## config.mk

```make
export PLATFORM = sky130hd
export DESIGN_NAME = bracket_match_checker_unit
export DESIGN_NICKNAME = d
export VERILOG_FILES = /design/src/rtl/core/bmc_pkg.sv /design/src/rtl/core/bmc_front.sv /design/src/rtl/core/bmc_queue.sv /design/src/rtl/core/bmc_back.sv /design/src/rtl/core/bracket_match_checker_unit.sv
export SDC_FILE = /design/constraint.sdc
export NUM_CORES = 1
export LEC_CHECK = 0
export ABC_CLOCK_PERIOD_IN_PS = 5800
export BUFFER_PORTS_ARGS = -buffer_cell sky130_fd_sc_hd__buf_2
export CORE_MARGIN = 2
export CORE_UTILIZATION = 35
export CTS_CLUSTER_DIAMETER = 100
export DETAILED_ROUTE_END_ITERATION = 16
export PLACE_DENSITY_LB_ADDON = 0.1
export SYNTH_ARGS = -nofsm -noshare
export SYNTH_HDL_FRONTEND = slang
export SYNTH_SLANG_ARGS = --single-unit
```

## constraint.sdc

```tcl
create_clock -name clk -period 5.8 [get_ports clk]
set_input_delay 0.29 -clock clk [delete_from_list [all_inputs] [get_ports clk]]
set_output_delay 0.29 -clock clk [all_outputs]
set_load 0.1 [all_outputs]
```

## src/rtl/core/bmc_pkg.sv

```systemverilog
// ----------------------------------------------------------------------------
// bmc_pkg
// Shared types and constants of the bracket match checker.
// ----------------------------------------------------------------------------
package bmc_pkg;

	typedef enum logic [1:0] {
		K_OPEN,
		K_CLOSE,
		K_OTHER
	} kind_t;

	typedef enum logic [2:0] {
		ST_COMPLETE   = 3'd0,
		ST_CORRUPT    = 3'd1,
		ST_COMPLETION = 3'd2,
		ST_INVALID    = 3'd3,
		ST_OVERFLOW   = 3'd4
	} status_t;

	// classified item handed from front to back
	typedef struct packed {
		kind_t       kind;
		logic [1:0]  code;   // closer code: 0 ')', 1 ']', 2 '}', 3 '>'
		logic [7:0]  symbol;
		logic        eol;
	} cmd_t;

	localparam int unsigned CMD_W = $bits(cmd_t);

	localparam logic [7:0] CH_LPAREN = 8'h28;
	localparam logic [7:0] CH_RPAREN = 8'h29;
	localparam logic [7:0] CH_LBRACK = 8'h5B;
	localparam logic [7:0] CH_RBRACK = 8'h5D;
	localparam logic [7:0] CH_LBRACE = 8'h7B;
	localparam logic [7:0] CH_RBRACE = 8'h7D;
	localparam logic [7:0] CH_LANGLE = 8'h3C;
	localparam logic [7:0] CH_RANGLE = 8'h3E;

	function automatic logic [7:0] closer_char(input logic [1:0] code);
		logic [7:0] c;
		unique case (code)
			2'd0: c = CH_RPAREN;
			2'd1: c = CH_RBRACK;
			2'd2: c = CH_RBRACE;
			2'd3: c = CH_RANGLE;
		endcase
		return c;
	endfunction

endpackage

```

## src/rtl/core/bmc_front.sv

```systemverilog
// ----------------------------------------------------------------------------
// bmc_front
// Accepts characters, classifies them and tracks the position in the line.
// ----------------------------------------------------------------------------
module bmc_front #(
	parameter int unsigned POSITION_BITS = 16
) (
	input  logic                      clk,
	input  logic                      arst_n,
	input  logic                      s_tvalid,
	output logic                      s_tready,
	input  logic [7:0]                s_tdata,   // symbol
	input  logic                      s_tlast,   // end_of_line
	input  logic                      q_full,
	output logic                      q_push,
	output bmc_pkg::cmd_t             q_cmd,
	output logic [POSITION_BITS-1:0]  q_pos
);
	import bmc_pkg::*;

	logic [POSITION_BITS-1:0] char_index_q;

	assign s_tready = !q_full;
	assign q_push   = s_tvalid && s_tready;
	assign q_pos    = char_index_q;

	always_comb begin
		q_cmd.symbol = s_tdata;
		q_cmd.eol    = s_tlast;
		q_cmd.kind   = K_OTHER;
		q_cmd.code   = 2'd0;
		unique case (s_tdata)
			CH_LPAREN: begin q_cmd.kind = K_OPEN;  q_cmd.code = 2'd0; end
			CH_LBRACK: begin q_cmd.kind = K_OPEN;  q_cmd.code = 2'd1; end
			CH_LBRACE: begin q_cmd.kind = K_OPEN;  q_cmd.code = 2'd2; end
			CH_LANGLE: begin q_cmd.kind = K_OPEN;  q_cmd.code = 2'd3; end
			CH_RPAREN: begin q_cmd.kind = K_CLOSE; q_cmd.code = 2'd0; end
			CH_RBRACK: begin q_cmd.kind = K_CLOSE; q_cmd.code = 2'd1; end
			CH_RBRACE: begin q_cmd.kind = K_CLOSE; q_cmd.code = 2'd2; end
			CH_RANGLE: begin q_cmd.kind = K_CLOSE; q_cmd.code = 2'd3; end
			default: ;
		endcase
	end

	// position saturates at all ones
	always_ff @(posedge clk or negedge arst_n) begin
		if (!arst_n) begin
			char_index_q <= '0;
		end else if (q_push) begin
			if (s_tlast) begin
				char_index_q <= '0;
			end else if (char_index_q != '1) begin
				char_index_q <= char_index_q + POSITION_BITS'(1);
			end
		end
	end

endmodule

```

## src/rtl/core/bmc_queue.sv

```systemverilog
// ----------------------------------------------------------------------------
// bmc_queue
// Two-entry queue between the front and the back.
// ----------------------------------------------------------------------------
module bmc_queue #(
	parameter int unsigned WIDTH = 8
) (
	input  logic             clk,
	input  logic             arst_n,
	input  logic             push,
	input  logic [WIDTH-1:0] push_data,
	output logic             full,
	output logic             valid,
	output logic [WIDTH-1:0] data,
	input  logic             pop
);
	logic [WIDTH-1:0] entry_q [2];
	logic             wr_ptr_q;
	logic             rd_ptr_q;
	logic [1:0]       count_q;

	assign full  = (count_q == 2'd2);
	assign valid = (count_q != 2'd0);
	assign data  = entry_q[rd_ptr_q];

	always_ff @(posedge clk) begin
		if (push) begin
			entry_q[wr_ptr_q] <= push_data;
		end
	end

	always_ff @(posedge clk or negedge arst_n) begin
		if (!arst_n) begin
			wr_ptr_q <= 1'b0;
			rd_ptr_q <= 1'b0;
			count_q  <= 2'd0;
		end else begin
			if (push) wr_ptr_q <= !wr_ptr_q;
			if (pop)  rd_ptr_q <= !rd_ptr_q;
			if (push && !pop)      count_q <= count_q + 2'd1;
			else if (pop && !push) count_q <= count_q - 2'd1;
		end
	end

endmodule

```

## src/rtl/core/bmc_back.sv

```systemverilog
// ----------------------------------------------------------------------------
// bmc_back
// Closer stack, line state and result register; drains completion runs.
// ----------------------------------------------------------------------------
module bmc_back #(
	parameter int unsigned STACK_DEPTH   = 64,
	parameter int unsigned POSITION_BITS = 16
) (
	input  logic                      clk,
	input  logic                      arst_n,
	input  logic                      q_valid,
	input  bmc_pkg::cmd_t             q_cmd,
	input  logic [POSITION_BITS-1:0]  q_pos,
	output logic                      q_pop,
	output logic                      out_valid,
	input  logic                      out_ready,
	output bmc_pkg::status_t          out_status,
	output logic [7:0]                out_char,
	output logic [POSITION_BITS-1:0]  out_pos,
	output logic                      out_last
);
	import bmc_pkg::*;

	localparam int unsigned LW = $clog2(STACK_DEPTH + 1);
	localparam int unsigned IW = $clog2(STACK_DEPTH);

	typedef enum logic {S_RUN, S_DRAIN} state_t;

	state_t  state_q, state_d;
	logic [LW-1:0] level_q, lvl_d, lvl_m1;
	logic          failed_q, failed_d;
	logic [1:0]    stack_mem [STACK_DEPTH];
	logic [1:0]    rd_q;      // stack top for the current level
	logic [IW-1:0] raddr, waddr;
	logic          push_en;
	logic          out_free;
	logic          emit;
	status_t       e_status;
	logic [7:0]    e_char;
	logic [POSITION_BITS-1:0] e_pos;
	logic          e_last;

	assign out_free = !out_valid || out_ready;
	assign lvl_m1   = lvl_d - LW'(1);
	assign raddr    = lvl_m1[IW-1:0];
	assign waddr    = level_q[IW-1:0];

	always_comb begin
		state_d  = state_q;
		lvl_d    = level_q;
		failed_d = failed_q;
		q_pop    = 1'b0;
		push_en  = 1'b0;
		emit     = 1'b0;
		e_status = ST_COMPLETE;
		e_char   = 8'd0;
		e_pos    = '0;
		e_last   = 1'b1;
		unique case (state_q)
			S_RUN: begin
				if (q_valid && out_free) begin
					q_pop = 1'b1;
					if (!failed_q) begin
						unique case (q_cmd.kind)
							K_OPEN: begin
								if (level_q < LW'(STACK_DEPTH)) begin
									push_en = 1'b1;
									lvl_d   = level_q + LW'(1);
								end else begin
									emit     = 1'b1;
									e_status = ST_OVERFLOW;
									failed_d = 1'b1;
								end
							end
							K_CLOSE: begin
								if (level_q != '0 && rd_q == q_cmd.code) begin
									lvl_d = level_q - LW'(1);
								end else begin
									emit     = 1'b1;
									e_status = ST_CORRUPT;
									failed_d = 1'b1;
								end
							end
							default: begin
								emit     = 1'b1;
								e_status = ST_INVALID;
								failed_d = 1'b1;
							end
						endcase
						if (emit) begin
							e_char = q_cmd.symbol;
							e_pos  = q_pos;
						end
						if (q_cmd.eol && !failed_d) begin
							if (lvl_d == '0) begin
								emit     = 1'b1;
								e_status = ST_COMPLETE;
							end else begin
								state_d = S_DRAIN;
							end
						end
					end
					// line ends here unless a completion run follows
					if (q_cmd.eol && state_d == S_RUN) begin
						lvl_d    = '0;
						failed_d = 1'b0;
					end
				end
			end
			S_DRAIN: begin
				if (out_free) begin
					emit     = 1'b1;
					e_status = ST_COMPLETION;
					e_char   = closer_char(rd_q);
					e_last   = (level_q == LW'(1));
					lvl_d    = level_q - LW'(1);
					if (e_last) begin
						state_d  = S_RUN;
						failed_d = 1'b0;
					end
				end
			end
			default: ;
		endcase
	end

	// stack memory; read follows the next level, bypassing a same-cycle push
	always_ff @(posedge clk) begin
		if (push_en) begin
			stack_mem[waddr] <= q_cmd.code;
		end
		if (push_en && waddr == raddr) begin
			rd_q <= q_cmd.code;
		end else begin
			rd_q <= stack_mem[raddr];
		end
	end

	always_ff @(posedge clk or negedge arst_n) begin
		if (!arst_n) begin
			state_q   <= S_RUN;
			level_q   <= '0;
			failed_q  <= 1'b0;
			out_valid <= 1'b0;
		end else begin
			state_q  <= state_d;
			level_q  <= lvl_d;
			failed_q <= failed_d;
			if (emit) begin
				out_valid <= 1'b1;
			end else if (out_ready) begin
				out_valid <= 1'b0;
			end
		end
	end

	always_ff @(posedge clk) begin
		if (emit) begin
			out_status <= e_status;
			out_char   <= e_char;
			out_pos    <= e_pos;
			out_last   <= e_last;
		end
	end

`ifndef SYNTHESIS
	a_level_bound: assert property (@(posedge clk) disable iff (!arst_n)
		level_q <= LW'(STACK_DEPTH))
		else $error("stack level beyond depth");

	a_drain_nonempty: assert property (@(posedge clk) disable iff (!arst_n)
		state_q == S_DRAIN |-> level_q != '0 && !failed_q)
		else $error("drain with empty stack or failed line");

	a_drain_emits: assert property (@(posedge clk) disable iff (!arst_n)
		state_q == S_DRAIN && out_free |=>
			out_valid && out_status == ST_COMPLETION)
		else $error("drain step gave no completion item");

	a_no_pop_in_drain: assert property (@(posedge clk) disable iff (!arst_n)
		state_q == S_DRAIN |-> !q_pop)
		else $error("queue popped during drain");
`endif

endmodule

```

## src/rtl/core/bracket_match_checker_unit.sv

```systemverilog
// ----------------------------------------------------------------------------
// bracket_match_checker_unit
// Bracket balance checker over a character stream, one character per item.
// ----------------------------------------------------------------------------
// Input channel s_*: one character per item in s_tdata, s_tlast marks the
// last character of a line. Output channel m_*: status in m_tuser, offending
// or completion character and its position in m_tdata, m_tlast on the final
// item reported for a line.
// The front classifies each character and counts its position; a two-entry
// queue feeds the back, which owns the closer stack and the result register.
// Throughput: one character per cycle while m_tready is high and no
// completion run is draining. A clean line with open brackets left at its
// end drains a completion run, one closer per cycle while m_tready is
// high; the back pops no character meanwhile. A result is registered: the
// queue entry is written when the character is accepted, and the result
// register when the back pops that entry.
// Reset clears the line state and empties the queue; the stack memory needs
// no clearing pass, entries are only read after being written.
// When m_tready is low with a result pending, the result register holds,
// the back stops, the two-entry queue fills and s_tready drops.
// ----------------------------------------------------------------------------
module bracket_match_checker_unit #(
	parameter int unsigned STACK_DEPTH   = 64,
	parameter int unsigned POSITION_BITS = 16
) (
	input  logic       clk,
	input  logic       arst_n,
	input  logic       s_tvalid,
	output logic       s_tready,
	input  logic [7:0] s_tdata,   // [7:0] symbol
	input  logic       s_tlast,   // end_of_line
	output logic       m_tvalid,
	input  logic       m_tready,
	output logic [((8 + POSITION_BITS + 7) / 8) * 8 - 1:0] m_tdata,
	                              // report_char, then position, zero padded
	output logic [2:0] m_tuser,   // [2:0] status
	output logic       m_tlast    // run_last
);
	import bmc_pkg::*;

	localparam int unsigned OUT_W = ((8 + POSITION_BITS + 7) / 8) * 8;
	localparam int unsigned QW    = CMD_W + POSITION_BITS;

	logic                     q_full, q_push, q_valid, q_pop;
	cmd_t                     f_cmd, b_cmd;
	logic [POSITION_BITS-1:0] f_pos, b_pos;
	logic [QW-1:0]            q_wdata, q_rdata;
	status_t                  out_status;
	logic [7:0]               out_char;
	logic [POSITION_BITS-1:0] out_pos;

	bmc_front #(
		.POSITION_BITS(POSITION_BITS)
	) u_front (
		.clk     (clk),
		.arst_n  (arst_n),
		.s_tvalid(s_tvalid),
		.s_tready(s_tready),
		.s_tdata (s_tdata),
		.s_tlast (s_tlast),
		.q_full  (q_full),
		.q_push  (q_push),
		.q_cmd   (f_cmd),
		.q_pos   (f_pos)
	);

	assign q_wdata = {f_pos, f_cmd};

	bmc_queue #(
		.WIDTH(QW)
	) u_queue (
		.clk      (clk),
		.arst_n   (arst_n),
		.push     (q_push),
		.push_data(q_wdata),
		.full     (q_full),
		.valid    (q_valid),
		.data     (q_rdata),
		.pop      (q_pop)
	);

	assign b_cmd = cmd_t'(q_rdata[CMD_W-1:0]);
	assign b_pos = q_rdata[CMD_W +: POSITION_BITS];

	bmc_back #(
		.STACK_DEPTH  (STACK_DEPTH),
		.POSITION_BITS(POSITION_BITS)
	) u_back (
		.clk       (clk),
		.arst_n    (arst_n),
		.q_valid   (q_valid),
		.q_cmd     (b_cmd),
		.q_pos     (b_pos),
		.q_pop     (q_pop),
		.out_valid (m_tvalid),
		.out_ready (m_tready),
		.out_status(out_status),
		.out_char  (out_char),
		.out_pos   (out_pos),
		.out_last  (m_tlast)
	);

	assign m_tuser = out_status;
	assign m_tdata = OUT_W'({out_pos, out_char});

endmodule
```

==> summary.md, run 1 <==
| Metric | Value |
|---|---|
| Post-Synthesis Cells | `between 700 and 800` |
| Post-placement worst setup slack | `0.987 ns` |
| Final Hold Fails | `0` |
| First-pass GRT wire length | `around 41,000 um` |
| Placement Rows | `65` |
| Hold_buf cts | `10` |
| Arrival time at the worst endpoint | `a little over 5 ns` |
| EDFF count, synth | `214` |
| Main area contributors after synthesis | `edfxtp_1, dfrtp_1, mux4_1, mux2i_1, nor2_1` |
| Final worst setup slack | `between 0.9 and 1 ns` |
| Vias/cell | `5.34` |
| I/O Pins | `43` |
| Clock root buffer | `clkbuf_16` |
| Vias | `approximately 6,800` |
| Area share of the leading cell type in the synthesized netlist | `0.570` |
| Vias in the first global route | `6,984` |
| Clock skew | `approximately 0.029 ns` |
| Leading area contributor after synthesis | `edfxtp_1` |
| Post-synthesis async set-or-reset flop share | `0.120` |
| Avg Cell Area, Syn | `~14 um2` |
| Max Transition Viols Final | `0` |
| Worst Path Max Fanout | `28` |
| Crit path largest cell delay | `approximately 0.67 ns` |
| Power Density | `603 mW/mm2` |
| Post-Syn Nets | `roughly 820` |
| Setup TNS | `0 ns` |
| Port Buf Inserts | `42` |
| ANT cells | `0` |
| Worst Path Class, Setup | `reg2reg` |
| Clk buf depth | `3` |
| Final Non-Filler Cells | `about 1,300` |
| Worst setup EP type | `register` |
| Placed cells | `1,213` |
| Worst-path clk slew | `0.06 ns` |
| # resized after CTS | `0` |
| Final ANT Viol Nets | `0` |
| Hold endpoint | `u_queue.wr_ptr_q` |
| Setup bufs post-CTS | `0` |
| Detailed Route WL | `26,900 um` |
| Top-count cell post-synth | `edfxtp_1` |
| Synth top cells by count | `edfxtp_1, nor2_1, mux2i_1, nand2_1, dfrtp_1` |
| Detailed Place HPWL | `17,400 um` |
| Max VDD drop | `0.481 mV` |
| Pin count of the biggest net entering global routing | `66` |
| Synthesized cell area | `0.0113 mm2` |
| Crit path cell chain | `buf_4, mux4_2, mux2i_1, nor2_1, o31ai_1, a221oi_2, nor2_2, nor3_2, or3_1, a221oi_2, nand4_1, nand3_1, buf_4` |
| CTS tree | `built` |
| Sequential-to-total area share from yosys stat | `0.648` |
| # DRC | `0` |
| Footprint of the multi-input gates | `0.00366 mm2` |
| WL/cell | `21.1 um` |
| Unrepaired setup endpoints after global routing | `no` |
| Share of cells above drive strength 1 | `0.151` |
| Initial DRC count | `between 300 and 400` |
| Slew margin rel. | `0.468` |
| Reg2reg end | `u_back.out_pos[13]` |
| Final setup violation count | `0` |
| Maximum capacitance violations | `0` |
| # clock sinks | `250` |
| Worst Hold Launch | `s_tvalid` |
| Leak Pwr | `~4.6 nW` |
| Detailed Routing Iterations Pass 1 | `5` |
| Period utilization | `0.838` |
| Nets | `a little under 900` |
| Critical Path RT | `6.00 ns` |
| Type of element launching the critical path | `register` |
| Clock Latency Late Sink | `0.55 ns` |
| Slowest CP cell | `dfxtp_1` |
| Worst hold path cell count | `3` |
| Chip height | `roughly 180 um` |
| Area grow syn2layout | `13.4%` |
| Crit path time final | `4.86 ns` |
| Status | `completed` |
| Yosys cell types | `71` |
| Dominant synthesized flop cell | `edfxtp_1` |
| Filler Cell Count | `just under 3,000` |
| Total CTS buffers | `28` |
| GP Congestion | `0.834` |
| Tot Pwr | `slightly below 8 mW` |
| Die extent in x | `approximately 180 um` |
| Worst reg2reg path depth | `13` |
| Total track usage | `0.162` |
| Die area | `around 0.034 mm2` |
| Initial Util | `0.356` |
| Number of synthesized register bits | `250` |
| R2R setup slack | `between 0.9 and 1 ns` |
| Gr ovfl total | `0` |
| FF/Latch Area | `0.00730 mm2` |
| Syn. warnings | `0` |
| Core area | `roughly 0.032 mm2` |
| Initial antenna violation count | `0` |
| Tightest Pin Transition | `~0.80 ns` |
| CTS H-tree lvls | `1` |
| Hold WC Path Type | `in2reg` |
| Max frequency | `about 210 MHz` |
==> kinds of logic (layout without fill, tap and decap cells) <==
kind of cell	after synthesis	in the layout	share of synthesized area
XOR/XNOR	26	26	0.0215
adder cells (fa/ha/maj)	11	11	0.0122
flip-flops	250	250	0.648
multiplexers	84	84	0.115
buffers and inverters	51	129	0.0279
AO/OA/AOI/OAI	98	98	0.0633
AND/OR/NAND/NOR	272	272	0.112
==> metal layers <==
layer,vias to the layer above,share of wire,GRT usage
met5,-,0,0
met4,0,0.020,0.0406
met3,45,0.040,0.0222
met2,176,0.49,0.278
met1,3451,0.45,0.217
li1,3116,-,-
==> registers in the layout, summed over array words and instances, names as in the netlist, 2 cells and up, named ones only <==
signal	cells
u_queue.count_q	2
u_back.stack_mem	128
u_back.out_status	3
u_queue.entry_q	58
u_back.level_q	7
u_front.q_pos	16
u_back.out_pos	16
u_back.out_char	8
==> worst max-delay path: cells and delay by family (launching register included) <==
| family | cells | cell delay, ns |
|---|---|---|
| AOI/OAI and AO/OA | 3 | 1.05 |
| buffers and inverters | 2 | 0.81 |
| DFF | 1 | 0.67 |
| muxes | 2 | 0.59 |
| and+or+nand+nor | 6 | 1.37 |
==> cell usage in the layout (no fill, tap or decap), drive strengths merged, types with 4 or more instances in the layout <==
| cell | instances |
|---|---|
| inv | 17 |
| mux2i | 49 |
| nand2 | 50 |
| xnor2 | 10 |
| a221oi | 7 |
| a21oi | 24 |
| mux4 | 30 |
| nor2 | 131 |
| a22oi | 5 |
| a31oi | 5 |
| o31ai | 4 |
| ha | 11 |
| dfxtp | 6 |
| buf | 53 |
| nand2b | 9 |
| xor2 | 16 |
| o21ai | 22 |
| dlygate4sd3 | 10 |
| nand4 | 6 |
| dfrtp | 30 |
| mux2 | 5 |
| nor3 | 12 |
| clkbuf | 40 |
| nand3 | 17 |
| nor2b | 9 |
| or3 | 10 |
| clkinv | 8 |
| edfxtp | 214 |
| and3 | 9 |
| o22ai | 6 |
==> area by class of cell <==
type                    count  share of cell area
flip-flops and latches    250               0.572
multi-input cells         491               0.286
clock buffers              40              0.0615
well taps                 402              0.0394
repair buffers             63              0.0317
inverters                  17             0.00500
clock inverters             9             0.00441
==> per-stage QoR <==
step	utilization	area [um2]	hold slack (ns)
finish	0.404	12800	0.195
global route	0.404	12800	0.198
CTS	0.404	12800	0.152
detailed placement	0.374	11800	0.415
global placement	0.374	11800	0.406
floorplan	-	11300	-0.00559
==> power breakdown <==
group	internal [mW]	switching, mW	total, mW
logic	0.934	2.45	3.39
registers	2.44	0.257	2.70
clock network	0.935	0.671	1.61
==> worst max-delay path by stage <==
stage	start	endpoint	slack, ns	depth (start not counted)
detailed placement	register	u_back.out_pos[13]	0.99	13
floorplan	u_queue.rd_ptr_q	u_back.out_char[0]	1.76	10
finish	register	u_back.out_pos[13]	0.94	13
CTS	register	u_back.out_pos[12]	0.99	13
global placement	register	u_back.out_pos[13]	1.13	13
global route	register	u_back.out_pos[12]	0.71	13
Power figures use the tool's default switching activity.
==> run 2: changes to the inputs <==
--- a/config.mk
+++ b/config.mk
@@ -5,7 +5,7 @@
 export SDC_FILE = /design/constraint.sdc
 export NUM_CORES = 1
 export LEC_CHECK = 0
-export ABC_CLOCK_PERIOD_IN_PS = 5800
+export ABC_CLOCK_PERIOD_IN_PS = 4000
 export BUFFER_PORTS_ARGS = -buffer_cell sky130_fd_sc_hd__buf_2
 export CORE_MARGIN = 2
 export CORE_UTILIZATION = 35
==> constraint.sdc (replaced) <==
create_clock -name clk -period 4 [get_ports clk]
set_input_delay 0.2 -clock clk [delete_from_list [all_inputs] [get_ports clk]]
set_output_delay 0.2 -clock clk [all_outputs]
set_load 0.1 [all_outputs]
==> run 2 against run 1 <==
  * Clock power increased by 53%
  * Wire length increased by 5.5%
  * First-iteration DRC count increased by 24%
  * Non-clock buffer count increased by 44
  * Flip-flop and latch count unchanged
  * Sequential share of layout area decreased by 2.6 points
  * Power increased by 59%
  * Via count increased by 1.3%
  * Hold slack got worse by 0.14 ns
  * Maximum frequency increased by 24%
  * Highest routed layer unchanged
==> summary.md, run 2 (synthesis gave the netlist of run 1 again) <==
| Metric | Value |
|---|---|
| Initial Util | `0.356` |
| Total track usage | `0.164` |
| Die extent in x | `183 um` |
| # DRC | `0` |
| Period utilization | `0.983` |
| Slew margin rel. | `0.428` |
| Clock Latency Late Sink | `0.56 ns` |
| Clk buf depth | `3` |
| Detailed Place HPWL | `18,200 um` |
| ANT cells | `0` |
| CTS tree | `built` |
| Pin count of the biggest net entering global routing | `65` |
| Tot Pwr | `12.2 mW` |
| Worst setup EP type | `register` |
| Final Hold Fails | `0` |
| Status | `completed` |
| Register with the most flip-flops | `u_back.stack_mem` |
| Port Buf Inserts | `42` |
| Tightest Pin Transition | `0.834 ns` |
| Initial antenna violation count | `0` |
| FF/Latch Area | `0.00730 mm2` |
| Worst-path clk slew | `0.06 ns` |
| Hold WC Path Type | `in2reg` |
| Critical Path RT | `roughly 4.3 ns` |
| Final setup violation count | `0` |
| Arrival time at the worst endpoint | `4.20 ns` |
| Worst Path Max Fanout | `7` |
| Die area | `0.0336 mm2` |
| Max Transition Viols Final | `0` |
| Clock skew | `roughly 0.028 ns` |
| Total CTS buffers | `28` |
| Share of cells above drive strength 1 | `0.213` |
| Vias/cell | `5.21` |
| Max frequency | `254 MHz` |
| Crit path time final | `3.93 ns` |
| Commonest non-fill, non-tap cell in the layout | `edfxtp_1` |
| Area grow syn2layout | `18.9%` |
| Final Non-Filler Cells | `1,319` |
| Clock root buffer | `clkbuf_16` |
| WL/cell | `21.5 um` |
| Vias | `6,878` |
| Chip height | `roughly 180 um` |
| Regs by FF count | `u_back.stack_mem: 128 flops, u_queue.entry_q: 58 flops` |
| Largest register FFs | `about 130` |
| Detailed Routing Iterations Pass 1 | `5` |
| Vias in the first global route | `around 7,000` |
| Leak Pwr | `4.90 nW` |
| # clock sinks | `250` |
| I/O Pins | `between 40 and 50` |
| Final ANT Viol Nets | `0` |
| Core area | `0.0316 mm2` |
| Nets | `919` |
| GP Congestion | `0.890` |
| Worst Path Class, Setup | `reg2reg` |
| Detailed Route WL | `approximately 28,000 um` |
| Setup TNS | `0 ns` |
| First-pass GRT wire length | `roughly 42,000 um` |
| Power Density | `912 mW/mm2` |
| Maximum capacitance violations | `0` |
| Max VDD drop | `0.781 mV` |
| Commonest non-fill, non-tap cells in the layout | `edfxtp_1, nor2_1, nand2_1` |
| Placement Rows | `65` |
| Filler Cell Count | `2,879` |
| Gr ovfl total | `0` |
| Type of element launching the critical path | `register` |
| Placed cells | `1,239` |
| Initial DRC count | `483` |
| CTS H-tree lvls | `1` |
| Footprint of the multi-input gates | `about 0.0038 mm2` |
## run 2: changes by cell type in the layout (fill, tap and decap cells not counted), sizes merged
cell	previous run	this run
clkinv	8	10
bufinv	0	1
clkbuf	40	44
buf	53	93
## run 2: final cells by class
type | instances | area share
tap | 402 | 0.0375
clock inverter | 12 | 0.00822
multi-input combinational | 491 | 0.281
inverter | 17 | 0.00476
timing repair buffer | 107 | 0.0638
sequential | 250 | 0.545
clock buffer | 40 | 0.0594
## run 2: path summary, 6_finish.rpt
path | startpoint | to | slack, ns | cells after the start
min | s_tvalid | u_queue.wr_ptr_q | 0.06 | 3
max in group asynchronous | arst_n | u_queue.rd_ptr_q | 3.22 | 2
max reg2reg | register | u_back.out_pos[9] | 0.07 | 14
min reg2reg | u_queue.wr_ptr_q | u_queue.wr_ptr_q | 0.51 | 1
min in group asynchronous | arst_n | u_front.q_pos[4] | 0.23 | 2
max | register | u_back.out_pos[9] | 0.07 | 14
## run 2: layer usage
metal | global-route usage | up-vias | wire length, um
met1 | 0.220 | 3474 | 12700
met4 | 0.0426 | 0 | 615
met3 | 0.0230 | 38 | 1150
li1 | - | 3206 | -
met2 | 0.280 | 160 | 13900
met5 | 0 | - | 0
## run 2: repair_timing
| action | CTS | global route |
|---|---|---|
| setup endpoints to repair | 28 | 29 |
| hold buffers | 10 | 0 |
| pin swaps | 0 | 9 |
| setup buffers | 0 | 13 |
| cloned | 0 | 5 |
| hold endpoints to repair | 49 | 0 |
| gates resized for setup | 1 | 22 |
## run 2: power breakdown
part	total, mW	internal (mW)	switching [mW]
combinational	5.95	1.96	3.98
sequential	3.80	3.55	0.251
clock	2.47	1.45	1.02
total	12.2	6.96	5.25
## run 2: metrics by stage
stage / instance area, um2 / hold slack, ns / utilization / setup slack (ns)
after floorplan: 11300 / -0.0956 / - / 0.249
final: 13400 / 0.0591 / 0.423 / 0.0699
after CTS: 13100 / 0.0413 / 0.413 / 0.0323
after global routing: 13400 / 0.0735 / 0.423 / -0.000868
after detailed placement: 12100 / 0.312 / 0.381 / -0.0662
after global placement: 12100 / 0.289 / 0.381 / 0.0141
## run 2: worst max-delay path, stage by stage (launching register included)
cell	delay, ns
dfxtp_4	0.38
buf_12	0.14
buf_6	0.13
mux4_2	0.55
a221oi_2	0.29
o31ai_2	0.10
buf_4	0.16
a221oi_4	0.27
or2_4	0.19
a21oi_2	0.06
or3_4	0.35
a221oi_4	0.35
nand4_1	0.23
nand3_4	0.22
clkbuf_16	0.21
==> run 3: changes to the inputs <==
--- a/config.mk
+++ b/config.mk
@@ -7,7 +7,6 @@
 export LEC_CHECK = 0
 export ABC_CLOCK_PERIOD_IN_PS = 4000
 export BUFFER_PORTS_ARGS = -buffer_cell sky130_fd_sc_hd__buf_2
-export CORE_MARGIN = 2
 export CORE_UTILIZATION = 35
 export CTS_CLUSTER_DIAMETER = 100
 export DETAILED_ROUTE_END_ITERATION = 16
==> run 3 against run 2 <==
  * Clock power is 4% lower
  * Sequential power about the same
  * Critical path type unchanged
  * Global-route usage increased by 0.45 points
  * Clock-buffer cell count shrank 2
  * Flip-flop and latch count unchanged
  * First-iteration DRC count rose by 15%
  * Maximum frequency increased by 0.47%
  * Via count about the same
==> summary.md, run 3 (synthesis gave the netlist of run 1 again) <==
| Metric | Value |
|---|---|
| Critical Path RT | `~4.3 ns` |
| GP Congestion | `0.913` |
| Type of element launching the critical path | `register` |
| Final setup violation count | `0` |
| Worst Hold Launch | `s_tvalid` |
| Unrepaired setup endpoints after global routing | `yes` |
| Max frequency | `256 MHz` |
| Power Density | `906 mW/mm2` |
| Final core utilization | `0.421` |
| Port Buf Inserts | `42` |
| Vias/cell | `5.25` |
| First-pass GRT wire length | `42,300 um` |
| Crit path time final | `3.91 ns` |
| Die area | `0.0329 mm2` |
| # clock sinks | `250` |
| Regs by FF count | `u_back.stack_mem: 128 flops, u_queue.entry_q: 58 flops` |
| CP Buf/Inv Count | `3` |
| Clock Latency Late Sink | `0.54 ns` |
| Crit path cell chain | `buf_12, buf_8, mux4_2, a221oi_4, o31ai_4, a221oi_2, or2_1, a21oi_2, or3_4, a221oi_4, nand4_1, nand3_4, clkbuf_16` |
| Chip height | `between 150 and 200 um` |
| Setup TNS | `0 ns` |
| Clock root buffer | `clkbuf_16` |
| Tightest Pin Transition | `approximately 0.99 ns` |
| Initial Util | `0.356` |
| Register with the most flip-flops | `u_back.stack_mem` |
| Worst Path Class, Setup | `reg2reg` |
| # DRC | `0` |
| Vias in the first global route | `7,192` |
| Leak Pwr | `4.86 nW` |
| Met1 Use GR | `0.227` |
| Die extent in x | `roughly 180 um` |
| Total CTS buffers | `28` |
| CTS tree | `built` |
| Pin count of the biggest net entering global routing | `65` |
| Most used cell, CP | `a221oi_4` |
| Commonest non-fill, non-tap cell in the layout | `edfxtp_1` |
| Maximum capacitance violations | `0` |
| Commonest non-fill, non-tap cells in the layout | `edfxtp_1, nor2_1, nand2_1` |
| Status | `completed` |
| Period utilization | `0.978` |
| Detailed Place HPWL | `17,700 um` |
| Detailed Routing Iterations Pass 1 | `6` |
| Worst setup EP type | `register` |
| Clk buf depth | `3` |
| Worst-path clk slew | `0.07 ns` |
| Largest delay share family, worst path | `compound AO/OA/AOI/OAI gates` |
| Hold WC Path Type | `in2reg` |
| Slowest CP cell | `mux4_2` |
| Arrival time at the worst endpoint | `4.16 ns` |
| WL/cell | `21.0 um` |
| Initial DRC count | `about 550` |
| Crit path largest cell delay | `0.56 ns` |
| Vias | `6,879` |
| Nets | `915` |
| Area grow syn2layout | `18.1%` |
| Met2 GRT Util | `0.287` |
| Worst Path Max Fanout | `7` |
| I/O Pins | `43` |
| Final Hold Fails | `0` |
| Share of cells above drive strength 1 | `0.204` |
| Gr ovfl total | `0` |
| CTS H-tree lvls | `1` |
| Total track usage | `0.168` |
| Max Transition Viols Final | `0` |
| Placement Rows | `65` |
| Core area | `0.0316 mm2` |
| Initial antenna violation count | `0` |
| Slew margin rel. | `0.337` |
| Filler Cell Count | `2,915` |
| Gr busiest metal | `met2` |
| Max VDD drop | `between 0.5 and 0.6 mV` |
| Final ANT Viol Nets | `0` |
| Largest register FFs | `~130` |
| Clock skew | `about 0.021 ns` |
| Detailed Route WL | `roughly 28,000 um` |
| Global Route met3 Usage | `0.0251` |
| ANT cells | `0` |
[run 3: metrics by stage]
step,cell area [um2],setup slack [ns],instances,power (mW),hold WS (ns)
3_3_place_gp,12100,-0.0635,1240,9.24,0.311
6_report,13300,0.0882,1310,12.0,0.0756
4_1_cts,13100,0.0681,1299,11.9,0.0489
3_5_place_dp,12100,-0.0662,1240,9.27,0.326
2_1_floorplan,11300,0.249,792,7.76,-0.0956
5_1_grt,13300,-0.101,1310,12.6,0.0816
[run 3: layout make-up]
type | count | area [um2] | area share
clock buffers | 38 | 790 | 0.0593
clock inverters | 9 | 58.8 | 0.00442
inverters | 17 | 63.8 | 0.00480
multi-input cells | 491 | 3750 | 0.282
flip-flops and latches | 250 | 7300 | 0.549
well taps | 402 | 503 | 0.0378
repair buffers | 103 | 835 | 0.0627
[run 3: what timing repair did]
item / in CTS / in global routing
gates resized for setup: 7 / 15
hold endpoints to repair: 49 / 0
pin swaps: 4 / 10
hold buffers: 10 / 0
cloned: 2 / 2
setup endpoints to repair: 28 / 30
buffers inserted: 0 / 9
[run 3: where the power goes]
group          total [mW]  internal [mW]  leakage (nW)  switching, mW
combinational        5.87           1.96          2.01           3.91
clock                2.38           1.37         0.418           1.00
sequential           3.80           3.55          2.43          0.251
total                12.0           6.88          4.86           5.17
[run 3: tightest hold or removal path: cells and delay by family]
family,cells,cell delay (ns)
simple gates,1,0.17
buf+inv,1,0.12
xor+xnor,1,0.08
[run 3: final timing paths]
check                                     to  slack, ns  cells after the start
max in group asynchronous   u_queue.rd_ptr_q       3.16                      2
setup reg to reg           u_back.out_pos[8]       0.09                     13
min in group asynchronous   u_front.q_pos[6]       0.28                      2
hold reg to reg             u_queue.wr_ptr_q       0.51                      1
hold / removal              u_queue.wr_ptr_q       0.08                      3
setup / recovery           u_back.out_pos[8]       0.09                     13
[run 3: per-layer routing]
metal	vias up	share of wire
li1	3212	-
met1	3459	0.45
met2	174	0.49
met3	34	0.042
met4	0	0.017
met5	-	0
